[src/rtl/core/seconds_to_calendar_defines.svh]
// Assertion macros shared by the calendar converter RTL.
`ifndef SECONDS_TO_CALENDAR_DEFINES_SVH
`define SECONDS_TO_CALENDAR_DEFINES_SVH

// Check that a condition holds on every clock edge out of reset.
`define S2C_ASSERT_ALWAYS(label, cond, msg) \
   label: assert property (@(posedge clock) disable iff (reset) (cond)) \
      else $error(msg);

// Check that a trigger implies a consequence on the same edge.
`define S2C_ASSERT_SAME(label, trig, cons, msg) \
   label: assert property (@(posedge clock) disable iff (reset) (trig) |-> (cons)) \
      else $error(msg);

// Check that a trigger implies a consequence on the next edge.
`define S2C_ASSERT_NEXT(label, trig, cons, msg) \
   label: assert property (@(posedge clock) disable iff (reset) (trig) |=> (cons)) \
      else $error(msg);

`endif

[src/rtl/core/s2c_pkg.sv]
// Shared constants, types and tables of the calendar converter.
package s2c_pkg;

   // Seconds bits in use; the port carries at most 32 of them
   localparam int SECONDS_WIDTH = 32;
   localparam int IN_WIDTH      = (SECONDS_WIDTH < 32) ? SECONDS_WIDTH : 32;

   // Serial divider geometry
   localparam int DIV_W  = IN_WIDTH;
   localparam int REM_W  = 17;
   localparam int CNT_W  = $clog2(DIV_W + 1);

   // Quotient widths: 86400 exceeds 2^16, 1461 exceeds 2^10
   localparam int DAYS_W  = IN_WIDTH - 16;
   localparam int CYCLE_W = (IN_WIDTH > 27) ? (IN_WIDTH - 26) : 1;
   localparam int MIN_BITS = 12;
   localparam int DOY_W   = 11;

   localparam logic [REM_W-1:0] SEC_PER_DAY  = REM_W'(86400);
   localparam logic [REM_W-1:0] SEC_PER_HOUR = REM_W'(3600);
   localparam logic [REM_W-1:0] SEC_PER_MIN  = REM_W'(60);
   localparam logic [REM_W-1:0] DAYS_PER_CYCLE = REM_W'(1461);
   localparam logic [DOY_W-1:0] DAYS_LEAP_YEAR = DOY_W'(366);
   localparam logic [DOY_W-1:0] DAYS_YEAR      = DOY_W'(365);
   localparam logic [3:0]       MONTH_DEC      = 4'd11;
   localparam logic [3:0]       MONTH_FEB      = 4'd1;

   // Command to the serial divider
   typedef struct packed {
      logic             start;
      logic [REM_W-1:0] divisor;
      logic [CNT_W-1:0] steps;
   } div_cmd_type;

   // Result from the serial divider
   typedef struct packed {
      logic             done;
      logic [DIV_W-1:0] quotient;
      logic [REM_W-1:0] remainder;
   } div_res_type;

   // Days in a month, index 0 is January
   function automatic logic [4:0] month_len(input logic [3:0] m, input logic leap);
      logic [4:0] len;
      case (m)
         4'd1:    len = leap ? 5'd29 : 5'd28;
         4'd3:    len = 5'd30;
         4'd5:    len = 5'd30;
         4'd8:    len = 5'd30;
         4'd10:   len = 5'd30;
         default: len = 5'd31;
      endcase
      return len;
   endfunction

endpackage

[src/rtl/core/s2c_serial_div.sv]
// Bit-serial restoring divider, one quotient bit per cycle.
module s2c_serial_div import s2c_pkg::*; (
   input  logic             clock,
   input  logic             reset,
   input  div_cmd_type      cmd,
   input  logic [DIV_W-1:0] dividend,
   output div_res_type      res
);

   logic [DIV_W-1:0] num_ff, num_in;
   logic [REM_W-1:0] rem_ff, rem_in;
   logic [REM_W-1:0] div_ff;
   logic [CNT_W-1:0] cnt_ff, cnt_in;
   logic             done_ff, done_in;
   logic [REM_W:0]   trial;
   logic             fits;

   // Trial subtract of the next dividend bit
   assign trial = {rem_ff, num_ff[DIV_W-1]};
   assign fits  = trial >= {1'b0, div_ff};

   always_comb begin
      num_in  = num_ff;
      rem_in  = rem_ff;
      cnt_in  = cnt_ff;
      done_in = 1'b0;
      if (cmd.start) begin
         num_in = dividend;
         rem_in = '0;
         cnt_in = cmd.steps;
      end else if (cnt_ff != '0) begin
         num_in = {num_ff[DIV_W-2:0], fits};
         rem_in = fits ? REM_W'(trial - {1'b0, div_ff}) : REM_W'(trial);
         cnt_in = cnt_ff - 1'b1;
         done_in = (cnt_ff == CNT_W'(1));
      end
   end

   // Advance one bit per cycle
   always_ff @(posedge clock) begin
      if (reset) begin
         cnt_ff  <= '0;
         done_ff <= 1'b0;
      end else begin
         cnt_ff  <= cnt_in;
         done_ff <= done_in;
      end
      num_ff <= num_in;
      rem_ff <= rem_in;
      if (cmd.start) begin
         div_ff <= cmd.divisor;
      end
   end

   assign res.done      = done_ff;
   assign res.quotient  = num_ff;
   assign res.remainder = rem_ff;

endmodule

[src/rtl/core/seconds_to_calendar.sv]
// Top level: seconds since year 0 to year, month, day, hour, minute, second.
// Each beat runs the day, hour, minute and cycle divisions, then the year steps and
// the month walk, between accept and strobe.
// A new beat is taken only in idle: the single serial divider and the month walk
// hold the converter, and busy stays high until the strobe cycle.
// The strobe lasts one cycle; the receiver cannot stall.
// Reset (synchronous) returns to idle and drops any beat in flight.
`include "seconds_to_calendar_defines.svh"
module seconds_to_calendar import s2c_pkg::*; (
   input  logic        clock,
   input  logic        reset,
   input  logic        start,
   output logic        busy,
   input  logic [31:0] req_elapsed_seconds,
   output logic        rsp_strobe,
   output logic [7:0]  rsp_year_number,
   output logic [3:0]  rsp_month_number,
   output logic [4:0]  rsp_day_of_month,
   output logic [4:0]  rsp_hour_of_day,
   output logic [5:0]  rsp_minute_of_hour,
   output logic [5:0]  rsp_second_of_minute
);

   typedef enum logic [2:0] {
      S_IDLE, S_DAY, S_HOUR, S_MIN, S_CYCLE, S_YEAR0, S_YEAR, S_MONTH
   } state_type;

   state_type          state_ff;
   logic [DAYS_W-1:0]  days_ff;
   logic [4:0]         hour_ff;
   logic [5:0]         minute_ff;
   logic [5:0]         second_ff;
   logic [CYCLE_W-1:0] cycle_ff;
   logic [1:0]         yoff_ff;
   logic               leap_ff;
   logic [DOY_W-1:0]   d_ff;
   logic [3:0]         month_ff;
   logic               strobe_ff;
   logic [7:0]         year_out_ff;
   logic [3:0]         month_out_ff;
   logic [4:0]         day_out_ff;
   logic [4:0]         hour_out_ff;
   logic [5:0]         minute_out_ff;
   logic [5:0]         second_out_ff;

   div_cmd_type      cmd;
   div_res_type      res;
   logic [DIV_W-1:0] dividend;
   logic             accept;
   logic [4:0]       mlen;
   logic             div_phase;
   logic             date_ok;

   assign accept = start && (state_ff == S_IDLE);
   assign mlen   = month_len(month_ff, leap_ff);

   // Issue the next division as the previous one finishes
   always_comb begin
      cmd.start   = 1'b0;
      cmd.divisor = SEC_PER_DAY;
      cmd.steps   = CNT_W'(IN_WIDTH);
      dividend    = DIV_W'(req_elapsed_seconds[IN_WIDTH-1:0]);
      case (state_ff)
         S_IDLE: begin
            cmd.start = accept;
         end
         S_DAY: begin
            cmd.start   = res.done;
            cmd.divisor = SEC_PER_HOUR;
            cmd.steps   = CNT_W'(REM_W);
            dividend    = DIV_W'(res.remainder) << (DIV_W - REM_W);
         end
         S_HOUR: begin
            cmd.start   = res.done;
            cmd.divisor = SEC_PER_MIN;
            cmd.steps   = CNT_W'(MIN_BITS);
            dividend    = DIV_W'(res.remainder[MIN_BITS-1:0]) << (DIV_W - MIN_BITS);
         end
         S_MIN: begin
            cmd.start   = res.done;
            cmd.divisor = DAYS_PER_CYCLE;
            cmd.steps   = CNT_W'(DAYS_W);
            dividend    = DIV_W'(days_ff) << (DIV_W - DAYS_W);
         end
         default: begin
            cmd.start = 1'b0;
         end
      endcase
   end

   s2c_serial_div u_div (
      .clock    (clock),
      .reset    (reset),
      .cmd      (cmd),
      .dividend (dividend),
      .res      (res)
   );

   // Sequence the divisions, the year split and the month walk
   always_ff @(posedge clock) begin
      if (reset) begin
         state_ff  <= S_IDLE;
         strobe_ff <= 1'b0;
      end else begin
         strobe_ff <= 1'b0;
         case (state_ff)
            S_IDLE: begin
               if (accept) begin
                  state_ff <= S_DAY;
               end
            end
            S_DAY: begin
               if (res.done) begin
                  days_ff  <= res.quotient[DAYS_W-1:0];
                  state_ff <= S_HOUR;
               end
            end
            S_HOUR: begin
               if (res.done) begin
                  hour_ff  <= res.quotient[4:0];
                  state_ff <= S_MIN;
               end
            end
            S_MIN: begin
               if (res.done) begin
                  minute_ff <= res.quotient[5:0];
                  second_ff <= res.remainder[5:0];
                  state_ff  <= S_CYCLE;
               end
            end
            S_CYCLE: begin
               if (res.done) begin
                  cycle_ff <= res.quotient[CYCLE_W-1:0];
                  d_ff     <= res.remainder[DOY_W-1:0];
                  state_ff <= S_YEAR0;
               end
            end
            S_YEAR0: begin
               // First year of the cycle is the leap year
               month_ff <= '0;
               if (d_ff < DAYS_LEAP_YEAR) begin
                  yoff_ff  <= 2'd0;
                  leap_ff  <= 1'b1;
                  state_ff <= S_MONTH;
               end else begin
                  d_ff     <= d_ff - DAYS_LEAP_YEAR;
                  yoff_ff  <= 2'd1;
                  leap_ff  <= 1'b0;
                  state_ff <= S_YEAR;
               end
            end
            S_YEAR: begin
               if (d_ff >= DAYS_YEAR) begin
                  d_ff    <= d_ff - DAYS_YEAR;
                  yoff_ff <= yoff_ff + 2'd1;
               end else begin
                  state_ff <= S_MONTH;
               end
            end
            S_MONTH: begin
               if ((month_ff == MONTH_DEC) || (d_ff < DOY_W'(mlen))) begin
                  year_out_ff   <= 8'({cycle_ff, 2'b00}) + 8'(yoff_ff);
                  month_out_ff  <= month_ff + 4'd1;
                  day_out_ff    <= d_ff[4:0] + 5'd1;
                  hour_out_ff   <= hour_ff;
                  minute_out_ff <= minute_ff;
                  second_out_ff <= second_ff;
                  strobe_ff     <= 1'b1;
                  state_ff      <= S_IDLE;
               end else begin
                  d_ff     <= d_ff - DOY_W'(mlen);
                  month_ff <= month_ff + 4'd1;
               end
            end
            default: begin
               state_ff <= S_IDLE;
            end
         endcase
      end
   end

   assign busy                 = (state_ff != S_IDLE);
   assign rsp_strobe           = strobe_ff;
   assign rsp_year_number      = year_out_ff;
   assign rsp_month_number     = month_out_ff;
   assign rsp_day_of_month     = day_out_ff;
   assign rsp_hour_of_day      = hour_out_ff;
   assign rsp_minute_of_hour   = minute_out_ff;
   assign rsp_second_of_minute = second_out_ff;

   // Phases that wait on the divider, and the range of the date fields
   assign div_phase = (state_ff == S_DAY) || (state_ff == S_HOUR) ||
                      (state_ff == S_MIN) || (state_ff == S_CYCLE);
   assign date_ok   = (month_out_ff != 4'd0) && (month_out_ff <= 4'd12) &&
                      (day_out_ff != 5'd0);

   // A result beat never overlaps a conversion in flight
   `S2C_ASSERT_SAME(a_strobe_idle, strobe_ff, !busy, "result strobe while busy")
   // The strobe lasts a single cycle
   `S2C_ASSERT_NEXT(a_strobe_pulse, strobe_ff, !strobe_ff, "result strobe held")
   // An accepted beat starts a conversion
   `S2C_ASSERT_NEXT(a_accept_busy, accept, busy, "accept did not raise busy")
   // The divider only finishes while a division phase waits for it
   `S2C_ASSERT_SAME(a_div_phase, res.done, div_phase, "divider done outside a division phase")
   // Month and day come out 1-based and in range
   `S2C_ASSERT_SAME(a_date_range, strobe_ff, date_ok, "month or day out of range")

endmodule

[config.mk]
export PLATFORM = sky130hd
export DESIGN_NAME = seconds_to_calendar
export DESIGN_NICKNAME = d
export VERILOG_FILES = /design/src/rtl/core/s2c_pkg.sv /design/src/rtl/core/s2c_serial_div.sv /design/src/rtl/core/seconds_to_calendar.sv
export VERILOG_INCLUDE_DIRS = /design/src /design/src/rtl/core
export SDC_FILE = /design/constraint.sdc
export NUM_CORES = 1
export LEC_CHECK = 0
export ABC_AREA = 1
export BUFFER_PORTS_ARGS = -buffer_cell sky130_fd_sc_hd__buf_2
export CAP_MARGIN = 5
export CORE_MARGIN = 4
export CORE_UTILIZATION = 40
export CTS_CLUSTER_DIAMETER = 30
export DETAILED_ROUTE_END_ITERATION = 10
export PLACE_DENSITY_LB_ADDON = 0.1
export SLEW_MARGIN = 20
export SYNTH_ARGS = -nofsm -noshare
export SYNTH_HDL_FRONTEND = slang
export SYNTH_SLANG_ARGS = --single-unit
[constraint.sdc]
create_clock -name clock -period 4.5 [get_ports clock]
set_input_delay 0.675 -clock clock [delete_from_list [all_inputs] [get_ports clock]]
set_output_delay 0.675 -clock clock [all_outputs]
set_load 0.005 [all_outputs]
After elaboration in Yosys (flattened, before gate mapping)
Index checks and enable logic that the tools add are counted.
{ "totals": {"in_bits": 35, "out_inout_bits": 36, "ff_bits": 168} }
{ "classes": {"n_bitwise": 3, "n_lt_le_gt_ge": 4, "add_sub_neg": 9, "n_mux": 31, "reduce_logical": 23, "eq_ne": 24} }
{ "ops": {"columns": ["operator", "n"], "rows": [
  ["$pmux W32 S3", 1],
  ["$pmux W23 S3", 1],
  ["$mux W32", 2],
  ["$mux W11", 4],
  ["$pmux W11 S4", 1],
  ["$pmux W3 S8", 1],
  ["$sub A11 B9 Y11 const B", 2],
  ["$mux W3", 7],
  ["$reduce_and A3 Y1", 7],
  ["$ge A18 B17 Y1", 1],
  ["$mux W17", 1],
  ["$sub A17 B17 Y17", 1],
  ["$eq A3 B3 Y1 const B", 4],
  ["$eq A4 B4 Y1 const B", 3],
  ["$mux W6", 2],
  ["$ne A2 B2 Y1 const B", 6],
  ["$ge A11 B9 Y1 const B", 1],
  ["$lt A11 B5 Y1", 1],
  ["$lt A11 B9 Y1 const B", 1],
  ["$sub A11 B5 Y11", 1],
  ["$add A8 B2 Y8", 1],
  ["$ne A2 B1 Y1 const B", 4],
  ["$pmux W2 S2", 2],
  ["$pmux W4 S2", 1],
  ["28 further kinds", 38]
]} }

Depth between registers and ports, before layout
Gate-level depths: netlist of run 1.
{ "logic_depth": {"depth_word": 7, "depth_mapped": 16, "ltp_nobuf": 16} }

Modules after synthesis
From an unflattened synthesis of run 1, not the netlist that was laid out.
{ "unflattened": {"cells_unflattened": 1051, "area_unflattened_um2": 9077.5} }
{ "modules_own_cells": {"columns": ["module", "cells_per_inst", "area_per_inst_um2", "instances"], "rows": [
  ["seconds_to_calendar", 509, 4825.9, 1],
  ["s2c_serial_div", 542, 4251.6, 1]
]} }

Worst setup path before layout of run 1
Ideal clock, no wire load.
{ "synth_path": {"path_type": "reg2reg", "start": "reg month_ff[0]", "end": "reg day_out_ff[0], in the netlist rsp_day_of_month[0], enable pin", "required_time_ns": 4.075, "arrival_ns": 3.420, "path_stages_with_launch": 15, "slack_ns": 0.655, "path_cell_list": "edfxtp_1 -> inv_1 -> ha_1 -> o21ai_0 -> o211ai_1 -> or2_2 -> inv_1 -> ha_1 -> nand2_1 -> nand2_1 -> nand3_2 -> nand3b_1 -> nand2_1 -> nand2_1 -> nor2_1"} }
{ "synth_between": {"elab_chain_len": 6, "word_cells_on_any_way": 11, "cone_classes": "order compare: 1; eq/ne: 6; mux: 1; reduce/logical: 3"} }
{ "synth_rtl": {"columns": ["element", "line_no", "rtl"], "rows": [
  ["start, declared", "seconds_to_calendar.sv:37", "logic [3:0] month_ff;"],
  ["start signal, assigned", "seconds_to_calendar.sv:172", "month_ff <= month_ff + 4'd1;"],
  ["$eq A4 B4 Y1, or another cell as far along", "s2c_pkg.sv:45", "case (m)"],
  ["$reduce_or A4 Y1 (no source line)", null, null],
  ["$pmux W2 S2", "s2c_pkg.sv:45", null],
  ["$lt A11 B5 Y1", "seconds_to_calendar.sv:161", "if ((month_ff == MONTH_DEC) || (d_ff < DOY_W'(mlen))) begin"],
  ["$logic_or A1 B1 Y1 *", "seconds_to_calendar.sv:161", null],
  ["$reduce_and A3 Y1 (no source line) *", null, null],
  ["end signal, assigned", "seconds_to_calendar.sv:164", "day_out_ff <= d_ff[4:0] + 5'd1;"],
  ["end, declared", "seconds_to_calendar.sv:41", "logic [4:0] day_out_ff;"]
]} }
Mark *: on every way between the ends. The rest lies on a longest branch, timed or not.
A chain may end at the register's enable or synchronous reset.

Worst setup path after layout of run 1
{ "layout_path": {"start": "reg month_ff[0]", "end": "reg month_out_ff[2], in the netlist rsp_month_number[2], enable pin"} }
{ "layout_between": {"elab_chain_len": 6, "word_cells_on_any_way": 11, "cone_classes": "order compare: 1; eq/ne: 6; mux: 1; reduce/logical: 3"} }
{ "layout_rtl": {"columns": ["element", "line_no", "rtl"], "rows": [
  ["$eq A4 B4 Y1, or another cell as far along", "s2c_pkg.sv:45", null],
  ["$reduce_or A4 Y1 (no source line)", null, null],
  ["$pmux W2 S2", "s2c_pkg.sv:45", null],
  ["$lt A11 B5 Y1", "seconds_to_calendar.sv:161", null],
  ["$logic_or A1 B1 Y1 *", "seconds_to_calendar.sv:161", null],
  ["$reduce_and A3 Y1 (no source line) *", null, null],
  ["end signal, assigned", "seconds_to_calendar.sv:163", "month_out_ff <= month_ff + 4'd1;"],
  ["end, declared", "seconds_to_calendar.sv:40", "logic [3:0] month_out_ff;"]
]} }
Marked as above.

==> summary.md, run 1 <==
| Metric | Value |
|---|---|
| Pin count of the biggest net entering global routing | `42` |
| Crit Path Class | `flop to flop` |
| Crit-path slowest cell | `edfxtp_1` |
| Most frequent cells in the layout | `203 x nand2_1, 131 x edfxtp_1, 108 x inv_1` |
| Worst-skew pair later-pin latency | `approximately 0.43 ns` |
| Clock tree buffer depth | `2` |
| GRT Overall Usage | `between 10% and 20%` |
| Post-synth EDFFs | `around 130` |
| Port bufs | `70` |
| DIE WIDTH | `155 µm` |
| Slew HR | `about half` |
| Post-CTS resize count | `0` |
| CP Max Fanout | `23` |
| 1st-iter DRT viols | `597` |
| Final Skew | `0.0168 ns` |
| Number of filler cells placed in the layout | `2057` |
| Fin crit share | `72.8%` |
| #FFs+latches synth | `159` |
| Gpl congestion | `approximately 0.85` |
| TritonCTS clock tree | `done` |
| Status | `completed` |
| Finished Layout Cells | `between 1000 and 1500` |
| CP Capture Type | `flop` |
| Clk pin slew, worst setup/hold paths | `0.07 ns` |
| Crit path largest cell delay | `0.42 ns` |
| RSZ-0062 raised after global routing | `no` |
| Fin. max-slew vios | `0` |
| H-tree depth | `4` |
| P per Cell Area | `592 nW/µm²` |
| TNS Setup | `0 ns` |
| Post-synth top flop | `edfxtp_1` |
| Hold Path Class | `flop to flop` |
| Syn Nets | `971` |
| WL final | `21700 µm` |
| Ports | `71` |
| R2R Setup Slk | `1.23 ns` |
| Antenna-violating nets left | `0` |
| Endpoints failing setup | `0` |
| Post-route minimum period | `roughly 3.3 ns` |
| Drt wl/cell | `~17 µm` |
| Yosys warns | `0` |
| Placed cell count | `1232` |
| Antenna cells | `0` |
| Die area | `24000 µm²` |
| Post-CTS Setup Bufs | `0` |
| Hold-fix buffers, CTS | `0` |
| Commonest non-fill, non-tap cell in the layout | `nand2_1` |
| WP data required | `4.60 ns` |
| Netlist cell types | `51` |
| Worst Path Arrival | `3.38 ns` |
| First-pass GRT wire length | `34200 µm` |
| Least-Margin Pin Slew | `0.739 ns` |
| Post-Syn Instances | `907` |
| Largest vdd supply drop | `0.000389 V` |
| Drt pass-1 iters | `5` |
| Die Y | `between 150 and 200 µm` |
| Worst setup SP type | `flop` |
| Initial Utilization | `40.9%` |
| Fin nets | `between 1000 and 1500` |
| P_leak | `4.12 nW` |
| Vias post-DR | `6464` |
| Peak Freq | `305 MHz` |
| Dpl hpwl | `15800 µm` |
| Final hold viol count | `0` |
| Crit-path cells | `inv_1 -> ha_1 -> o21ai_0 -> o211ai_1 -> or2_2 -> inv_1 -> ha_1 -> nand2_1 -> nand2_1 -> nand3_2 -> nand3b_1 -> nand2_1 -> nand2_1 -> nor2_4 -> buf_4` |
| Synthesis-to-finish area growth | `13.6%` |
| Via-to-Cell Ratio | `5.11` |
| Ys async rst share | `0%` |
| Clock Tree Root | `clkbuf_16` |
| Post-layout power | `between 5 and 6 mW` |
| Row cnt | `53` |
| Max_cap viols | `0` |
| Congestion Overflow GR | `0` |
| CTS Buf Count | `17` |
| Clock sink count | `roughly 160` |
| Share of layout cells above drive strength 1 | `approximately a fifth` |
| Core Area | `21200 µm²` |
| Syn Area/Cell | `about 9.5 µm²` |
| Synthesized area | `8650 µm²` |
| Vias in the first global route | `6178` |
| Crit-path most repeated cell | `nand2_1` |
| Post-synthesis sequential area ratio | `52.0%` |
| Initial antenna violation count | `0` |
| DRC | `0` |
sequential cells by signal, indices dropped and copies added, names as in the netlist, 2 cells and up:
register,cells
u_div.num_ff,32
cycle_ff,6
rsp_year_number,8
state_ff,3
minute_ff,6
rsp_month_number,4
d_ff,11
rsp_second_of_minute,6
days_ff,16
rsp_day_of_month,5
hour_ff,5
u_div.rem_ff,17
u_div.div_ff,8
second_ff,6
u_div.cnt_ff,6
yoff_ff,2
rsp_hour_of_day,5
rsp_minute_of_hour,6
month_ff,4
final timing paths:
path	from	end	cells past startpoint
worst min-delay path	minute_ff[4]$_DFFE_PP_	rsp_minute_of_hour[4]$_DFFE_PP_	0
worst max register to register	month_ff[0]$_SDFFCE_PN0P_	rsp_month_number[2]$_DFFE_PP_	15
worst min register to register	minute_ff[4]$_DFFE_PP_	rsp_minute_of_hour[4]$_DFFE_PP_	0
worst max-delay path	month_ff[0]$_SDFFCE_PN0P_	rsp_month_number[2]$_DFFE_PP_	15
cells by family (layout without fill, tap and decap cells):
| family | count (synthesis) | in the layout | synth area share (%) |
|---|---|---|---|
| buf+inv | 148 | 230 | 7.65 |
| compound gates | 153 | 153 | 11.5 |
| simple gates | 403 | 403 | 23.1 |
| xor+xnor | 15 | 15 | 1.52 |
| flops | 159 | 159 | 52.0 |
| fa+ha+maj | 29 | 29 | 4.28 |
per-layer routing:
layer | GRT usage [%] | vias to the layer above | share of wire [%]
li1 | - | 3252 | -
met1 | 25.8 | 3045 | 48
met2 | 29.7 | 156 | 47
met3 | 3.37 | 11 | 4.8
met4 | 3.32 | 0 | 0.61
met5 | 0 | - | 0
cells in the mapped netlist (2+ instances only):
cell type	n	share of area (%)
a21oi_1	28	1.6
a21oi_4	2	0.38
a221oi_1	14	1.4
a22o_1	15	1.5
a22oi_1	2	0.17
and2_1	2	0.14
buf_2	12	0.69
buf_4	3	0.26
buf_6	6	0.78
clkbuf_1	3	0.13
dfxtp_1	28	6.5
edfxtp_1	131	45
ha_1	28	4.1
inv_1	108	4.7
inv_2	12	0.52
nand2_1	203	8.8
nand2_2	13	0.94
nand2_4	4	0.52
nand2_8	3	0.69
nand3_1	70	4.1
nand3_2	9	1.0
nand3b_1	3	0.26
nand4_1	11	0.80
nor2_1	51	2.2
nor2_2	10	0.72
nor2_4	8	1.0
nor2_8	3	0.69
nor3_1	5	0.29
o2111ai_1	6	0.61
o211ai_1	4	0.35
o21ai_0	46	2.7
o21ai_1	23	1.3
o21ai_2	7	0.71
o221ai_1	2	0.20
or2_2	3	0.22
xnor2_1	6	0.61
xor2_1	9	0.91
power breakdown:
| part | leakage [nW] | internal (mW) | switching [mW] |
|---|---|---|---|
| registers | 1.48 | 2.00 | 0.280 |
| clock network | 0.290 | 0.753 | 0.688 |
| logic | 2.35 | 0.718 | 1.37 |
final cells by class:
type | count | area (µm²) | area share [%]
sequential | 159 | 4490 | 45.7
tap | 275 | 344 | 3.50
clock inverter | 15 | 186 | 1.90
multi-input combinational | 600 | 3500 | 35.6
inverter | 122 | 465 | 4.74
clock buffer | 17 | 425 | 4.33
timing repair buffer | 76 | 408 | 4.15
metrics by stage:
stage | setup WS, ns | hold WS, ns | utilization [%] | instance area, µm²
finish | 1.23 | 0.420 | 46.4 | 9830
global route | 0.980 | 0.428 | 46.4 | 9830
detailed placement | 1.20 | 0.405 | 43.5 | 9210
CTS | 1.17 | 0.420 | 46.4 | 9820
global placement | 1.24 | 0.402 | 43.5 | 9210
floorplan | 0.655 | 0.400 | - | 8650
worst max-delay path, delay by kind of cell (launching register included):
kind	cells	cell delay, ns
AO/OA/AOI/OAI	2	0.30
buffers and inverters	3	0.56
adder cells (fa/ha/maj)	2	0.43
flip-flops	1	0.42
AND/OR/NAND/NOR	8	1.23
Power figures use the tool's default switching activity.
==> inputs of run 2 (changes only) <==
--- a/config.mk
+++ b/config.mk
@@ -6,7 +6,7 @@
 export SDC_FILE = /design/constraint.sdc
 export NUM_CORES = 1
 export LEC_CHECK = 0
-export ABC_AREA = 1
+export ABC_AREA = 0
 export BUFFER_PORTS_ARGS = -buffer_cell sky130_fd_sc_hd__buf_2
 export CAP_MARGIN = 5
 export CORE_MARGIN = 4
==> constraint.sdc (replaced) <==
create_clock -name clock -period 3 [get_ports clock]
set_input_delay 0.45 -clock clock [delete_from_list [all_inputs] [get_ports clock]]
set_output_delay 0.45 -clock clock [all_outputs]
set_load 0.005 [all_outputs]
==> run 2 against run 1 <==
Compared with the run above: via count grew 0.63%; final cell count is 9.3% lower; core utilization is 2.5 points higher; non-clock buffer count rose by 48; clock power increased by 62%; largest cell class unchanged; sequential power increased by 42%; first-iteration DRC count down 14%; area after synthesis shrank 5.1%; die area fell by 4.8%; routed wire length increased by 4.2%.
==> summary.md, run 2 <==
| Metric | Value |
|---|---|
| Syn Nets | `832 (was 971)` |
| Worst setup SP type | `flop (unchanged)` |
| Antenna-violating nets left | `0 (unchanged)` |
| Biggest regs | `u_div.num_ff: 32 flops, u_div.rem_ff: 17 flops, days_ff: 16 flops (unchanged)` |
| Setup ws final | `0.0854 ns (was 1.23 ns)` |
| Yosys warns | `0 (unchanged)` |
| Post-Syn Instances | `768 (was 907)` |
| P per Cell Area | `826 nW/µm² (was 592 nW/µm²)` |
| Yosys top cell area share | `47.9% (was 45.5%)` |
| Crit Path Class | `flop to flop (unchanged)` |
| Most frequent cells in the layout | `131 x edfxtp_1, 74 x nand2_1, 70 x buf_2 (was 203 x nand2_1, 131 x edfxtp_1, 108 x inv_1)` |
| Peak Freq | `343 MHz (was 305 MHz)` |
| Leading post-synthesis cells by cell area | `edfxtp_1 48%, dfxtp_1 6.8%, ha_1 4.3% (was edfxtp_1 45%, nand2_1 8.8%, dfxtp_1 6.5%)` |
| Drt wl/cell | `19.7 µm (was 17.2 µm)` |
| Clock sink count | `159 (unchanged)` |
| Dpl hpwl | `15900 µm (was 15800 µm)` |
| Port bufs | `70 (unchanged)` |
| Worst-skew pair later-pin latency | `0.44 ns (was 0.43 ns)` |
| Netlist cell types | `67 (was 51)` |
| Post-synthesis xor/xnor area fraction | `3.09% (was 1.52%)` |
| Crit Reg-Reg Startpoint | `month_ff[1]$_SDFFCE_PN0P_ (was month_ff[0]$_SDFFCE_PN0P_)` |
| TritonCTS clock tree | `done (unchanged)` |
| Die Y | `151 µm (was 155 µm)` |
| Vias post-DR | `6505 (was 6464)` |
| Clock Tree Root | `clkbuf_16 (unchanged)` |
| Row cnt | `52 (was 53)` |
| Fin. max-slew vios | `0 (unchanged)` |
| Synthesis-to-finish area growth | `20.6% (was 13.6%)` |
| Commonest non-fill, non-tap cell in the layout | `edfxtp_1 (was nand2_1)` |
| Final Skew | `0.0131 ns (was 0.0168 ns)` |
| Largest vdd supply drop | `0.000460 V (was 0.000389 V)` |
| Antenna cells | `0 (unchanged)` |
| Via-to-Cell Ratio | `5.67 (was 5.11)` |
| Post-route minimum period | `2.91 ns (was 3.27 ns)` |
| Least-Margin Pin Slew | `0.768 ns (was 0.739 ns)` |
| Status | `completed (unchanged)` |
| Synthesized area | `8210 µm² (was 8650 µm²)` |
| Share of layout cells above drive strength 1 | `21.0% (was 19.5%)` |
| Top post-synthesis cells by count | `131 x edfxtp_1, 75 x nand2_1, 59 x a21oi_1, 53 x nor2_1, 50 x o21ai_0 (was 203 x nand2_1, 131 x edfxtp_1, 108 x inv_1, 70 x nand3_1, 51 x nor2_1)` |
| Core Util, Final | `48.9% (was 46.4%)` |
| Ys async rst share | `0% (unchanged)` |
| Initial Utilization | `40.6% (was 40.9%)` |
| Hold-fix buffers, CTS | `0 (unchanged)` |
| Drt pass-1 iters | `7 (was 5)` |
| CP Capture Type | `flop (unchanged)` |
| Max reg flops | `32 (unchanged)` |
| Core Area | `20200 µm² (was 21200 µm²)` |
| Largest family of logic cells by synthesized area | `compound AO/OA/AOI/OAI gates (was simple AND/OR/NAND/NOR gates)` |
| Post-synth top flop | `edfxtp_1 (unchanged)` |
| Gpl congestion | `0.923 (was 0.846)` |
| Finished Layout Cells | `1147 (was 1264)` |
| Ports | `71 (unchanged)` |
| Initial antenna violation count | `0 (unchanged)` |
| WL final | `22600 µm (was 21700 µm)` |
| 1st-iter DRT viols | `516 (was 597)` |
| First-pass GRT wire length | `34700 µm (was 34200 µm)` |
| Fin crit share | `97.2% (was 72.8%)` |
| CTS Buf Count | `17 (unchanged)` |
| DRC | `0 (unchanged)` |
| Fin nets | `928 (was 1040)` |
| H-tree depth | `4 (unchanged)` |
| Syn Area/Cell | `10.7 µm² (was 9.54 µm²)` |
| Simple-gate share of the synthesized area | `12.9% (was 23.1%)` |
| Congestion Overflow GR | `0 (unchanged)` |
| Clk pin slew, worst setup/hold paths | `0.07 ns (about the same)` |
| Post-synthesis sequential area ratio | `54.8% (was 52.0%)` |
| DIE WIDTH | `151 µm (was 155 µm)` |
| Dominant cell type by area after synthesis | `edfxtp_1 (unchanged)` |
| TNS Setup | `0 ns (unchanged)` |
| Placed cell count | `1108 (was 1232)` |
| Cell with the most instances after synthesis | `edfxtp_1 (was nand2_1)` |
| Compound-Gate Fraction of Synth Area | `17.8% (was 11.5%)` |
| Reg with most FFs | `u_div.num_ff (unchanged)` |
| Mux contribution to synthesized area | `3.11% (was 0%)` |
| Post-synth EDFFs | `131 (unchanged)` |
| #FFs+latches synth | `159 (unchanged)` |
| Setup WS pre-CTS | `-0.0444 ns (was 1.20 ns)` |
| Slew HR | `48.8% (was 50.6%)` |
| Final hold viol count | `0 (unchanged)` |
| Die area | `22900 µm² (was 24000 µm²)` |
| Max_cap viols | `0 (unchanged)` |
| Clock tree buffer depth | `2 (unchanged)` |
| CP Max Fanout | `6 (was 23)` |
| Worst hold start | `req_elapsed_seconds[13] (was minute_ff[4]$_DFFE_PP_)` |
| Endpoints failing setup | `0 (unchanged)` |
| Pin count of the biggest net entering global routing | `66 (was 42)` |
| Vias in the first global route | `6225 (was 6178)` |
| Hold Path Class | `primary input to flop (was flop to flop)` |
| WP data required | `3.20 ns (was 4.60 ns)` |
| GRT Overall Usage | `19.8% (was 18.2%)` |
| Worst Path Arrival | `3.11 ns (was 3.38 ns)` |
| P_leak | `3.79 nW (was 4.12 nW)` |
| Worst setup path startpoint | `month_ff[1]$_SDFFCE_PN0P_ (was month_ff[0]$_SDFFCE_PN0P_)` |
| Post-synthesis adder-cell area fraction | `4.51% (was 4.28%)` |
run 2: stage by stage:
| step | instance area [µm²] | power, mW | hold slack (ns) |
|---|---|---|---|
| final | 9900 | 8.18 | 0.305 |
| after global routing | 9900 | 8.63 | 0.293 |
| after global placement | 9110 | 5.81 | 0.401 |
| after CTS | 9770 | 8.21 | 0.291 |
| after detailed placement | 9110 | 5.86 | 0.405 |
| after floorplan | 8240 | 4.94 | 0.400 |
run 2: final cells by class:
class	count	area, µm²
fillers	1899	10300
clock buffers	17	425
well taps	270	338
clock inverters	15	215
inverters	33	124
multi-input cells	529	3490
flip-flops and latches	159	4490
repair buffers	124	810
run 2: critical path, stage by stage, from the launching register on:
cell	delay, ns
edfxtp_1	0.46
inv_2	0.09
ha_2	0.21
inv_2	0.06
nand3_1	0.09
a21oi_2	0.06
a31oi_2	0.20
buf_4	0.15
ha_1	0.14
nor2b_2	0.05
o211a_1	0.24
o32a_4	0.41
nand2_1	0.12
o211a_1	0.20
nor3_4	0.06
buf_6	0.14
run 2: logic make-up after synthesis:
kind of cell / Yosys count
adder cells (fa/ha/maj): 29
flip-flops: 159
AND/OR/NAND/NOR: 222
AO/OA/AOI/OAI: 225
buffers and inverters: 80
multiplexers: 24
XOR/XNOR: 29
run 2: metal layers:
metal | GRT usage, % | up-vias | wire (µm)
met5 | 0 | - | 0
met4 | 5.89 | 0 | 411
met3 | 3.77 | 31 | 1420
met2 | 32.7 | 218 | 10900
met1 | 26.5 | 3175 | 9890
li1 | - | 3081 | -
run 2: path summary, 6_finish.rpt:
path                                       end  slack (ns)  cells after the start
hold reg to reg   rsp_hour_of_day[0]$_DFFE_PP_        0.42                      0
setup reg to reg            d_ff[10]$_DFFE_PP_        0.09                     15
setup / recovery            d_ff[10]$_DFFE_PP_        0.09                     15
hold / removal      u_div.num_ff[13]$_DFFE_PP_        0.30                      2
run 2: timing repair:
action                                  4_1_cts  5_1_grt
gates cloned                                  0        3
buffers inserted                              1        3
resized for setup                             7       14
pin swaps                                     1        8
endpoints found under the setup margin        1       50
run 2: where the power goes:
group | leakage (nW) | internal, mW | switching [mW] | total [mW]
Sequential | 1.47 | 2.94 | 0.282 | 3.23
Clock | 0.309 | 1.29 | 1.05 | 2.34
Combinational | 2.01 | 1.06 | 1.55 | 2.61
